<file path="src/rtl/core/tcr_pkg.sv">
`default_nettype none

package tcr_pkg;

	typedef enum logic [2:0] {
		KIND_UNKNOWN = 3'd0,
		KIND_SET     = 3'd1,
		KIND_DELETE  = 3'd2,
		KIND_VERIFY  = 3'd3,
		KIND_LIST    = 3'd4,
		KIND_INFO    = 3'd5,
		KIND_CLEAR   = 3'd6
	} cmd_kind_t;

	typedef struct packed {
		cmd_kind_t   kind;
		logic [7:0]  user_id;
	} tcr_result_t;

	localparam int NUM_KW = 6;

	// Keyword text, first character in the lowest byte, zero padded to eight bytes.
	// Row order matches the command kinds: SET, DEL, VERIFY, LIST, INFO, CLEAR.
	localparam logic [NUM_KW-1:0][63:0] KW_TEXT = {
		{24'd0, "RAELC"},
		{32'd0, "OFNI"},
		{32'd0, "TSIL"},
		{16'd0, "YFIREV"},
		{40'd0, "LED"},
		{40'd0, "TES"}
	};

	localparam logic [NUM_KW-1:0][2:0] KW_LEN = {3'd5, 3'd4, 3'd4, 3'd6, 3'd3, 3'd3};

	// "ID:" with the first character in the lowest byte
	localparam logic [31:0] ID_PREFIX = {8'd0, ":DI"};

	localparam logic [7:0] CH_COMMA = 8'h2C;
	localparam logic [7:0] CH_SPACE = 8'h20;
	localparam logic [7:0] CH_TAB   = 8'h09;
	localparam logic [7:0] CH_CR    = 8'h0D;
	localparam logic [7:0] CH_PLUS  = 8'h2B;
	localparam logic [7:0] CH_MINUS = 8'h2D;
	localparam logic [7:0] CH_ZERO  = 8'h30;
	localparam logic [7:0] CH_NINE  = 8'h39;
	localparam logic [7:0] CH_LOW_A = 8'h61;
	localparam logic [7:0] CH_LOW_Z = 8'h7A;
	localparam logic [7:0] CASE_GAP = 8'h20;

endpackage

`default_nettype wire

</file>
<file path="src/rtl/core/text_command_recognizer.sv">
// Streaming command-line recognizer.
// Slave side: one text byte per beat on s_tdata, s_tlast marks the final byte
// of a command line. Master side: one result beat per line, carrying the
// command kind and the user id parsed from an "ID:" token.
// The result is registered and appears on m_tvalid in the cycle after the s_tlast beat.
// Throughput: one byte per cycle while s_tready is high; the parser state is updated
// once per beat, the result register once per line, so back-to-back bytes and lines are fine.
// Bytes beyond the first MAX_LEN-1 of a line and bytes after a zero byte are
// absorbed without effect.
// Reset (arst_n low) empties the result register and returns the parser to
// the start of a line.
// When the master side stalls, the result is held and s_tready drops only
// while a held result is not being taken in the same cycle.
`default_nettype none

module text_command_recognizer #(
	parameter int MAX_LEN = 128
) (
	input  wire logic         clk,
	input  wire logic         arst_n,
	input  wire logic         s_tvalid,
	output logic              s_tready,
	input  wire logic [7:0]   s_tdata,   // [7:0] char_code
	input  wire logic         s_tlast,   // end_of_string
	output logic              m_tvalid,
	input  wire logic         m_tready,
	output logic [15:0]       m_tdata    // [2:0] command_kind, [10:3] user_id, [15:11] zero
);
	import tcr_pkg::*;

	logic         take;
	logic         res_valid;
	logic         free;
	tcr_result_t  result;
	tcr_result_t  held;

	assign s_tready = free;
	assign take = s_tvalid && free;

	tcr_parser #(
		.MAX_LEN(MAX_LEN)
	) u_parser (
		.clk           (clk),
		.arst_n        (arst_n),
		.take          (take),
		.char_code     (s_tdata),
		.end_of_string (s_tlast),
		.res_valid     (res_valid),
		.result        (result)
	);

	tcr_out_reg u_out (
		.clk    (clk),
		.arst_n (arst_n),
		.load   (res_valid),
		.result (result),
		.free   (free),
		.valid  (m_tvalid),
		.ready  (m_tready),
		.held   (held)
	);

	assign m_tdata = {5'd0, held.user_id, held.kind};

endmodule

`default_nettype wire

</file>
<file path="src/rtl/core/tcr_parser.sv">
`default_nettype none

module tcr_parser #(
	parameter int MAX_LEN = 128
) (
	input  wire logic                clk,
	input  wire logic                arst_n,
	input  wire logic                take,
	input  wire logic [7:0]          char_code,
	input  wire logic                end_of_string,
	output logic                     res_valid,
	output tcr_pkg::tcr_result_t     result
);
	import tcr_pkg::*;

	localparam int SEEN_W = (MAX_LEN > 2) ? $clog2(MAX_LEN) : 1;
	localparam logic [SEEN_W-1:0] SEEN_LIMIT = SEEN_W'(MAX_LEN - 1);

	typedef enum logic [2:0] {
		ST_LEAD   = 3'd0,
		ST_KEY    = 3'd1,
		ST_GAP    = 3'd2,
		ST_PREFIX = 3'd3,
		ST_WS     = 3'd4,
		ST_DIGITS = 3'd5,
		ST_IDEND  = 3'd6,
		ST_DONE   = 3'd7
	} stage_t;

	stage_t              stage_q, stage_d;
	logic [SEEN_W-1:0]   seen_q, seen_d;
	logic [5:0]          cand_q, cand_d;
	logic [2:0]          kpos_q, kpos_d;
	logic [1:0]          ppos_q, ppos_d;
	logic [7:0]          acc_q, acc_d;
	logic                neg_q, neg_d;
	logic                term_q, term_d;

	logic [7:0]  c;
	logic        is_digit;
	logic        is_space;
	logic [3:0]  dval;
	logic [1:0]  ppos_eff;
	logic        proc;
	logic [5:0]  fin_mask;
	logic [7:0]  id_val;

	function automatic logic [5:0] key_match(input logic [5:0] mask, input logic [2:0] pos,
			input logic [7:0] ch);
		logic [5:0] m;
		m = mask;
		for (int k = 0; k < NUM_KW; k++) begin
			if (mask[k] && (pos >= KW_LEN[k] || KW_TEXT[k][{pos, 3'b000} +: 8] != ch))
				m[k] = 1'b0;
		end
		return m;
	endfunction

	function automatic logic [5:0] key_finish(input logic [5:0] mask, input logic [2:0] pos);
		logic [5:0] m;
		m = '0;
		for (int k = 0; k < NUM_KW; k++) begin
			if (mask[k] && KW_LEN[k] == pos)
				m[k] = 1'b1;
		end
		return m;
	endfunction

	function automatic cmd_kind_t kind_of(input logic [5:0] mask);
		cmd_kind_t r;
		r = KIND_UNKNOWN;
		for (int k = NUM_KW - 1; k >= 0; k--) begin
			if (mask[k])
				r = cmd_kind_t'(3'(k + 1));
		end
		return r;
	endfunction

	always_comb begin
		c = char_code;
		if (char_code >= CH_LOW_A && char_code <= CH_LOW_Z)
			c = char_code - CASE_GAP;
		is_digit = (c >= CH_ZERO) && (c <= CH_NINE);
		is_space = (c == CH_SPACE) || (c >= CH_TAB && c <= CH_CR);
		dval = 4'(c - CH_ZERO);
		ppos_eff = (stage_q == ST_GAP) ? 2'd0 : ppos_q;

		stage_d = stage_q;
		seen_d  = seen_q;
		cand_d  = cand_q;
		kpos_d  = kpos_q;
		ppos_d  = ppos_q;
		acc_d   = acc_q;
		neg_d   = neg_q;
		term_d  = term_q;
		proc    = 1'b0;

		if (!term_q) begin
			if (char_code == 8'd0 || seen_q == SEEN_LIMIT)
				term_d = 1'b1;
			else begin
				proc = 1'b1;
				seen_d = seen_q + 1'b1;
			end
		end

		if (proc) begin
			case (stage_q)
				ST_LEAD: begin
					if (c != CH_COMMA) begin
						stage_d = ST_KEY;
						cand_d = key_match(6'h3F, 3'd0, c);
						kpos_d = 3'd1;
					end
				end
				ST_KEY: begin
					if (c == CH_COMMA) begin
						cand_d = key_finish(cand_q, kpos_q);
						stage_d = (cand_d[1:0] != 2'b00) ? ST_GAP : ST_DONE;
					end else begin
						cand_d = key_match(cand_q, kpos_q, c);
						if (kpos_q != 3'd7)
							kpos_d = kpos_q + 3'd1;
					end
				end
				ST_GAP, ST_PREFIX: begin
					// a non-comma byte in the gap is checked as the first prefix char
					if (!(stage_q == ST_GAP && c == CH_COMMA)) begin
						if (ppos_eff != 2'd3 && c == ID_PREFIX[{ppos_eff, 3'b000} +: 8]) begin
							if (ppos_eff == 2'd2) begin
								ppos_d = 2'd0;
								stage_d = ST_WS;
							end else begin
								ppos_d = ppos_eff + 2'd1;
								stage_d = ST_PREFIX;
							end
						end else begin
							cand_d = '0;
							stage_d = ST_DONE;
						end
					end
				end
				ST_WS: begin
					if (is_space) begin
						stage_d = ST_WS;
					end else if (c == CH_PLUS || c == CH_MINUS) begin
						neg_d = (c == CH_MINUS);
						stage_d = ST_DIGITS;
					end else if (is_digit) begin
						acc_d = {4'd0, dval};
						stage_d = ST_DIGITS;
					end else begin
						stage_d = ST_IDEND;
					end
				end
				ST_DIGITS: begin
					if (is_digit)
						acc_d = {acc_q[4:0], 3'b000} + {acc_q[6:0], 1'b0} + {4'd0, dval};
					else
						stage_d = ST_IDEND;
				end
				default: begin
				end
			endcase
		end

		// result is taken from the state after this beat
		fin_mask = key_finish(cand_d, kpos_d);
		id_val = neg_d ? (8'd0 - acc_d) : acc_d;
		result.kind = KIND_UNKNOWN;
		result.user_id = 8'd0;
		case (stage_d)
			ST_KEY: begin
				if (fin_mask[1:0] == 2'b00)
					result.kind = kind_of(fin_mask);
			end
			ST_WS, ST_DIGITS, ST_IDEND: begin
				if (id_val != 8'd0) begin
					result.kind = kind_of(cand_d);
					result.user_id = id_val;
				end
			end
			ST_DONE: result.kind = kind_of(cand_d);
			default: begin
			end
		endcase

		res_valid = take && end_of_string;
	end

	always_ff @(posedge clk or negedge arst_n) begin
		if (!arst_n) begin
			stage_q <= ST_LEAD;
			seen_q  <= '0;
			cand_q  <= 6'h3F;
			kpos_q  <= 3'd0;
			ppos_q  <= 2'd0;
			acc_q   <= 8'd0;
			neg_q   <= 1'b0;
			term_q  <= 1'b0;
		end else if (take) begin
			if (end_of_string) begin
				stage_q <= ST_LEAD;
				seen_q  <= '0;
				cand_q  <= 6'h3F;
				kpos_q  <= 3'd0;
				ppos_q  <= 2'd0;
				acc_q   <= 8'd0;
				neg_q   <= 1'b0;
				term_q  <= 1'b0;
			end else begin
				stage_q <= stage_d;
				seen_q  <= seen_d;
				cand_q  <= cand_d;
				kpos_q  <= kpos_d;
				ppos_q  <= ppos_d;
				acc_q   <= acc_d;
				neg_q   <= neg_d;
				term_q  <= term_d;
			end
		end
	end

endmodule

`default_nettype wire

</file>
<file path="src/rtl/core/tcr_out_reg.sv">
`default_nettype none

module tcr_out_reg (
	input  wire logic                  clk,
	input  wire logic                  arst_n,
	input  wire logic                  load,
	input  tcr_pkg::tcr_result_t       result,
	output logic                       free,
	output logic                       valid,
	input  wire logic                  ready,
	output tcr_pkg::tcr_result_t       held
);
	import tcr_pkg::*;

	logic         valid_q;
	tcr_result_t  held_q;

	// a new beat may enter when the register is empty or the held result leaves this cycle
	assign free  = !valid_q || ready;
	assign valid = valid_q;
	assign held  = held_q;

	always_ff @(posedge clk or negedge arst_n) begin
		if (!arst_n) begin
			valid_q <= 1'b0;
		end else if (load) begin
			valid_q <= 1'b1;
		end else if (ready) begin
			valid_q <= 1'b0;
		end
	end

	always_ff @(posedge clk) begin
		if (load)
			held_q <= result;
	end

endmodule

`default_nettype wire
</file>
<file path="config.mk">
export PLATFORM = sky130hd
export DESIGN_NAME = text_command_recognizer
export DESIGN_NICKNAME = d
export VERILOG_FILES = /design/src/rtl/core/tcr_pkg.sv /design/src/rtl/core/text_command_recognizer.sv /design/src/rtl/core/tcr_parser.sv /design/src/rtl/core/tcr_out_reg.sv
export SDC_FILE = /design/constraint.sdc
export NUM_CORES = 1
export LEC_CHECK = 0
export ABC_AREA = 1
export BUFFER_PORTS_ARGS = -buffer_cell sky130_fd_sc_hd__buf_2
export CORE_UTILIZATION = 50
export CTS_CLUSTER_DIAMETER = 120
export CTS_CLUSTER_SIZE = 28
export DETAILED_ROUTE_END_ITERATION = 10
export GPL_ROUTABILITY_DRIVEN = 0
export PLACE_DENSITY = 0.83
export SLEW_MARGIN = 20
export SYNTH_ARGS = -nofsm -noshare
export SYNTH_HDL_FRONTEND = slang
export SYNTH_SLANG_ARGS = --single-unit
</file>
<file path="constraint.sdc">
create_clock -name clk -period 2.7 [get_ports clk]
set_input_delay 0 -clock clk [delete_from_list [all_inputs] [get_ports clk]]
set_output_delay 0 -clock clk [all_outputs]
set_load 0.02 [all_outputs]
</file>
---- Word-level counts from Yosys, hierarchy flattened ----
Index checks and enable logic that the tools add are counted.
operators by class
  reduce and logical (&&, ||, !) cells .... 50
  shift operators ......................... 7
  $add $sub $neg .......................... 8
  eq/ne operators ......................... 43
  magnitude comparators ................... 10
  multiplexer cells ....................... 102
operators by type and width
  kind                                                                         count
  64-bit by 7-bit indexed part select with 8-bit output, first input constant  6
  3-bit two-way mux                                                            29
  8-bit two-way mux                                                            8
  7-bit by 8-bit != test with 1-bit output, first input constant               6
  8-bit != test                                                                6
  1-bit two-way mux                                                            42
  6-bit two-way mux                                                            6
  8-bit by 6-bit equality test with 1-bit output, second input constant        4
  32-bit by 6-bit indexed part select with 8-bit output, first input constant  1
  1-bit logical AND                                                            25
  7-bit two-way mux                                                            3
  3-bit equality test, first input constant                                    6
  3-bit equality test, second input constant                                   6
  6-bit case mux with 3 select lines                                           1
  2-bit two-way mux                                                            8
  8-bit case mux with 2 select lines                                           1
  3-bit case mux with 5 select lines                                           1
  11-bit two-way mux                                                           1
  1-bit logical OR                                                             10
  2-bit nonzero test                                                           5
  3-bit greater-or-equal comparator, second input constant                     3
  3-bit case mux with 3 select lines                                           1
  8-bit by 4-bit adder with 8-bit output                                       1
  8-bit adder                                                                  1
  other kinds (33)                                                             39
storage, ports and cells
  register bits after elaboration ......... 43
  output and inout port bits .............. 18
  logic and storage cells ................. 231

---- Logic depth before layout (Yosys ltp) ----
  depth after elaboration ................. 20
  depth in mapped cells ................... 25
  depth with buffers taken out ............ 25

---- By module ----
Synthesis repeated with hierarchy kept, for this count alone.
second synthesis, totals
  cells, all modules ...................... 638
  area total of the unflattened synthesis .. 4,191.5 um^2
by module, submodules not included
  module                   area each (um^2)  instances  cells each  sequential area each (um^2)
  tcr_parser               3,767.4           1          614         783.3
  tcr_out_reg              375.4             1          16          355.3
  text_command_recognizer  48.8              1          8           0.0

---- Least setup slack after synthesis ----
Ideal clock, no wire load.
  path kind ............................... register -> register
  start ................................... register u_parser.acc_q[0]
  end ..................................... register u_out.held_q, in the netlist u_out.held[7] (data pin)
  cell stages (with the launch flop) ...... 18
  required time ........................... 2.442 ns
  slack ................................... -0.277 ns
  buffers on the path ..................... 0
  period minus slack after synthesis ...... 2.977 ns
  arrival time ............................ 2.720 ns
  library setup time ...................... 0.258 ns
  cells stage by stage .................... dfrtp_1 > fa_1 > inv_1 > fa_1 > o21ai_0 > a21oi_1 > xor2_1 > nor2_1 > a21oi_2 > nand2_1 > nor2_1 > nand2_1 > nand3_1 > nand2_1 > nor2_2 > nand2_4 > nand2_4 > a21oi_1
on the way
  cells in the longest elaborated chain, start to end .. 9
  elaborated cells on any way between the ends .. 12
  classes of those cells .................. add/sub (3); mux (7); reduce/logical (2)
RTL lines
  element                                                                      RTL line                              text
  start, declared                                                              tcr_parser.sv:35                      logic [7:0] acc_q, acc_d;
  start signal, assigned                                                       tcr_parser.sv:198                     acc_q <= 8'd0;
  start signal, assigned                                                       tcr_parser.sv:208                     acc_q <= 8'd0;
  start signal, assigned                                                       tcr_parser.sv:217                     acc_q <= acc_d;
  8-bit adder or 8-bit two-way mux (tied branches)                             tcr_parser.sv:158, tcr_parser.sv:149
  8-bit by 4-bit adder with 8-bit output or 8-bit two-way mux (tied branches)  tcr_parser.sv:158, tcr_parser.sv:146
  8-bit two-way mux (on tied branches)                                         tcr_parser.sv:157, tcr_parser.sv:144
  8-bit case mux with 2 select lines                                           tcr_parser.sv:108                     case (stage_q)
  8-bit two-way mux *                                                          tcr_parser.sv:107                     if (proc) begin
  1-bit by 8-bit subtractor with 8-bit output                                  tcr_parser.sv:169                     id_val = neg_d ? (8'd0 - acc_d) : acc_d;
  8-bit two-way mux *                                                          tcr_parser.sv:169
  8-bit nonzero test                                                           tcr_parser.sv:178                     if (id_val != 8'd0) begin
  2-bit AND reduction (no source line)                                         -
  end signal, assigned                                                         tcr_out_reg.sv:35                     held_q <= result;
  end, declared                                                                tcr_out_reg.sv:16                     tcr_result_t held_q;
Mark *: on every way between the ends. The rest lies on a longest branch, timed or not.
A chain may end at the register's enable or synchronous reset.

---- Worst setup path in the final report ----
  start ................................... register u_parser.acc_q[0]
  end ..................................... register u_out.held_q, in the netlist u_out.held[2] (data pin)
The elaborated chain is that of the path after synthesis.

==> flow_summary.toml <==
[run_status]
status = "finished with violations"
violations = "setup timing"

[grt]
antenna_found_initial = 0
met2_usage = 0.547
gr-usage-all-layers = 0.309
grt_pass1_vias = 4922
grt_use_met3 = 0.0526
grt_pass1_wl_um = 21900
overflow = 0
busiest_layer = "met2"
grt_max_degree = 33
globalRouteMet1Util = 0.357

[sta]
worst_slew_pin_slew_ns = 0.792
finalCriticalPeriod_ns = 3.11
hold_ws_ns = 0.220
grt_setup_unrepaired = "yes"
worst_slack_ns = -0.408
slew_violations = 0
final_hold_viol_count = 0
relSlewSlack = 0.472
setup-violations-final = 11
max_freq_mhz = 322
finalCritPeriodShare = 1.15
finClkSkew_ns = 0.00808

[routing]
drtIter0Drc = 430
vias = 4890
wire_per_inst_um = 15.5
route.detailed.drc = 0
vias_per_cell = 5.72
ant_nets = 0
drt_first_pass_iters = 5
drt-total-wl_um = 13300

[cells_and_area]
final_util = 0.649
final_nets = 785
drive_above_1_share = 0.269
n_antenna_cell = 0
fill_cells = 711
syn_to_final_growth_pct = 24.4

[logic_synthesis]
synthDistinctLibCells = 53
synth_edf_count = 11
yosysTopAreaCell = "dfrtp_1"
syn_area_um2 = 4330
synthArstFlopShare = 0.744
synth_cells = 639
synth_compound_area_frac = 0.152
synthFlopType = "dfrtp_1"
synthesis.area_per_instance_um2 = 6.78
ys_ff_latch = 43
yosys_warnings = 0
yosys.area_share.simple = 0.370
synthTopCellsByCount = "nand2_1 (146), inv_1 (72), nor2_1 (72)"
yosys.area_share.adder = 0.0699
synthMuxAreaShare = 0
synth-xor-area-share = 0.0445
synth.area.top_cells = "dfrtp_1 (15%), nand2_1 (13%), edfxtp_1 (7.6%), nand3_1 (6.8%), inv_1 (6.2%)"
ys_seq_area_frac = 0.263
synth_top_area_share = 0.150
synth_top_family_by_area = "simple AND/OR/NAND/NOR gates"
synth_most_common_cell = "nand2_1"

[worst_setup_path]
critical_path_buf_inv_count = 3
required_ns = 2.76
crit_chain = "fa_1 > inv_1 > fa_2 > inv_1 > nand4_1 > nand2_2 > inv_1 > nand2_1 > o21bai_2 > nand2_1 > nand2_1 > nand3_1 > nor2_2 > nand2_4 > nand2_4 > nor2_1"
worstPathMaxFanout = 8
start_kind = "flop"
arrival_ns = 3.17
path_delay_family = "adder cells"
crit_type = "flop to flop"
cpPeakStageDelay_ns = 0.57
endpoint_kind = "flop"
crit_path_top_delay_cell = "fa_1"

[floorplanning]
start_util = 0.522
dieArea_um2 = 9040
ios = 31
coreArea_um2 = 8300
rows = 33
die_w_um = 95.1
die_h_um = 95.1

[cts]
clock_latency_ns = 0.30
clkTransAtPathRegs_ns = 0.09
root_buffer = "clkbuf_8"
cts_htree_levels = 2
cts_made_buffers = 5
cts_num_sinks = 43
clockBufferDepth = 2
cts_tree = "yes"

[placement]
dp_hpwl_um = 9880
numPortBuffers = 25

[power_and_ir_drop]
power.density_nw_per_um2 = 381
power_leakage_nw = 2.70
ir_drop_mv = 0.338

[min_path]
hp-class = "input pin to flop"

[flow_run]
cap_viol_max_count = 0
==> sequential cells by signal, summed over array words and instances, names as in the netlist <==
signal / flops
u_parser.kpos_q: 3
u_parser.cand_q: 6
u_out.held: 11
u_out.valid: 1
u_parser.term_q: 1
u_parser.neg_q: 1
u_parser.seen_q: 7
u_parser.acc_q: 8
u_parser.stage_q: 3
u_parser.ppos_q: 2
==> per-stage QoR <==
step	power (mW)	TNS, ns	instance area, um^2	instances	setup slack [ns]
6_report	2.05	-4.38	5390	855	-0.408
5_1_grt	2.17	-6.20	5390	855	-0.580
4_1_cts	2.04	-3.54	5330	854	-0.332
3_5_place_dp	1.55	-3.46	5150	839	-0.333
3_3_place_gp	1.52	-2.24	5150	839	-0.213
2_1_floorplan	1.29	-1.29	4360	643	-0.124
==> path summary, 6_finish.rpt <==
path                       depth (start not counted)                  to  slack [ns]                from
min in group asynchronous                          2  u_parser.ppos_q[1]        0.31              arst_n
setup reg to reg                                  16       u_out.held[2]       -0.41   u_parser.acc_q[0]
hold reg to reg                                    2  u_parser.cand_q[3]        0.50  u_parser.cand_q[3]
setup / recovery                                  16       u_out.held[2]       -0.41   u_parser.acc_q[0]
max in group asynchronous                          2   u_parser.acc_q[0]        1.84              arst_n
hold / removal                                     5   u_parser.acc_q[3]        0.22            s_tvalid
==> cells by family after synthesis <==
group,after synthesis
AOI/OAI and AO/OA,103
xor gates and xnor gates,22
adders and majority gates,23
buffers and inverters,105
DFF,43
other,1
and+or+nand+nor,342
==> area by class of cell <==
type / instances / area (um^2) / share of cell area
tap: 105 / 131 / 0.0244
clock buffer: 6 / 93.8 / 0.0174
timing repair buffer: 116 / 828 / 0.154
clock inverter: 2 / 13.8 / 0.00255
multi-input combinational: 495 / 2850 / 0.529
sequential: 43 / 1140 / 0.211
inverter: 88 / 330 / 0.0613
==> where the power goes <==
group	leakage, nW	internal (mW)	switching [mW]
clock network	0.0563	0.239	0.246
logic	2.12	0.294	0.500
registers	0.521	0.735	0.0392
total	2.70	1.27	0.785
==> routing by layer <==
layer / vias to the layer above / part of all wire
met2: 215 / 0.50
met3: 47 / 0.064
met4: 0 / 0.035
met1: 2291 / 0.40
met5: - / 0
li1: 2337 / -
==> what timing repair did <==
item                                    4_1_cts  5_1_grt
pin swaps                                     8       13
gates resized for setup                       4       13
buffers inserted                              4        1
hold endpoints to repair                     29        0
hold buffers                                  3        0
endpoints found under the setup margin       11       11
==> worst reg2reg max path, stage by stage, from the launching register on <==
cell and delay [ns]:
dfrtp_2 0.43, fa_1 0.57, inv_1 0.06, fa_2 0.51, inv_1 0.04, nand4_1 0.10, nand2_2 0.09, inv_1 0.06
nand2_1 0.09, o21bai_2 0.21, nand2_1 0.09, nand2_1 0.09, nand3_1 0.10, nor2_2 0.16, nand2_4 0.10, nand2_4 0.12
nor2_1 0.05
==> cells in the final DEF (no fill, tap or decap), types with 4 or more instances in the layout <==
cell type	netlist	final
nand3_2	5	8
ha_1	21	21
dfstp_2	6	6
xnor2_1	6	6
nor4_1	7	7
inv_2	14	14
o21a_1	4	4
nor2_2	8	10
nand2_1	146	142
xor2_1	16	16
nand2_2	5	9
a21oi_2	4	5
o21ai_0	37	35
inv_1	72	72
a21oi_1	14	12
o21ai_1	5	6
nor3_1	8	8
clkbuf_8	0	5
o21ai_2	3	4
conb_1	1	5
o211ai_1	5	5
buf_4	6	87
nand2_4	6	6
nand4_1	17	17
buf_2	2	25
edfxtp_1	11	11
o22ai_1	11	11
nand3_1	59	56
nor2_4	4	6
nor2_1	72	68
dfrtp_1	26	25
(Power assumes the default switching activity.)
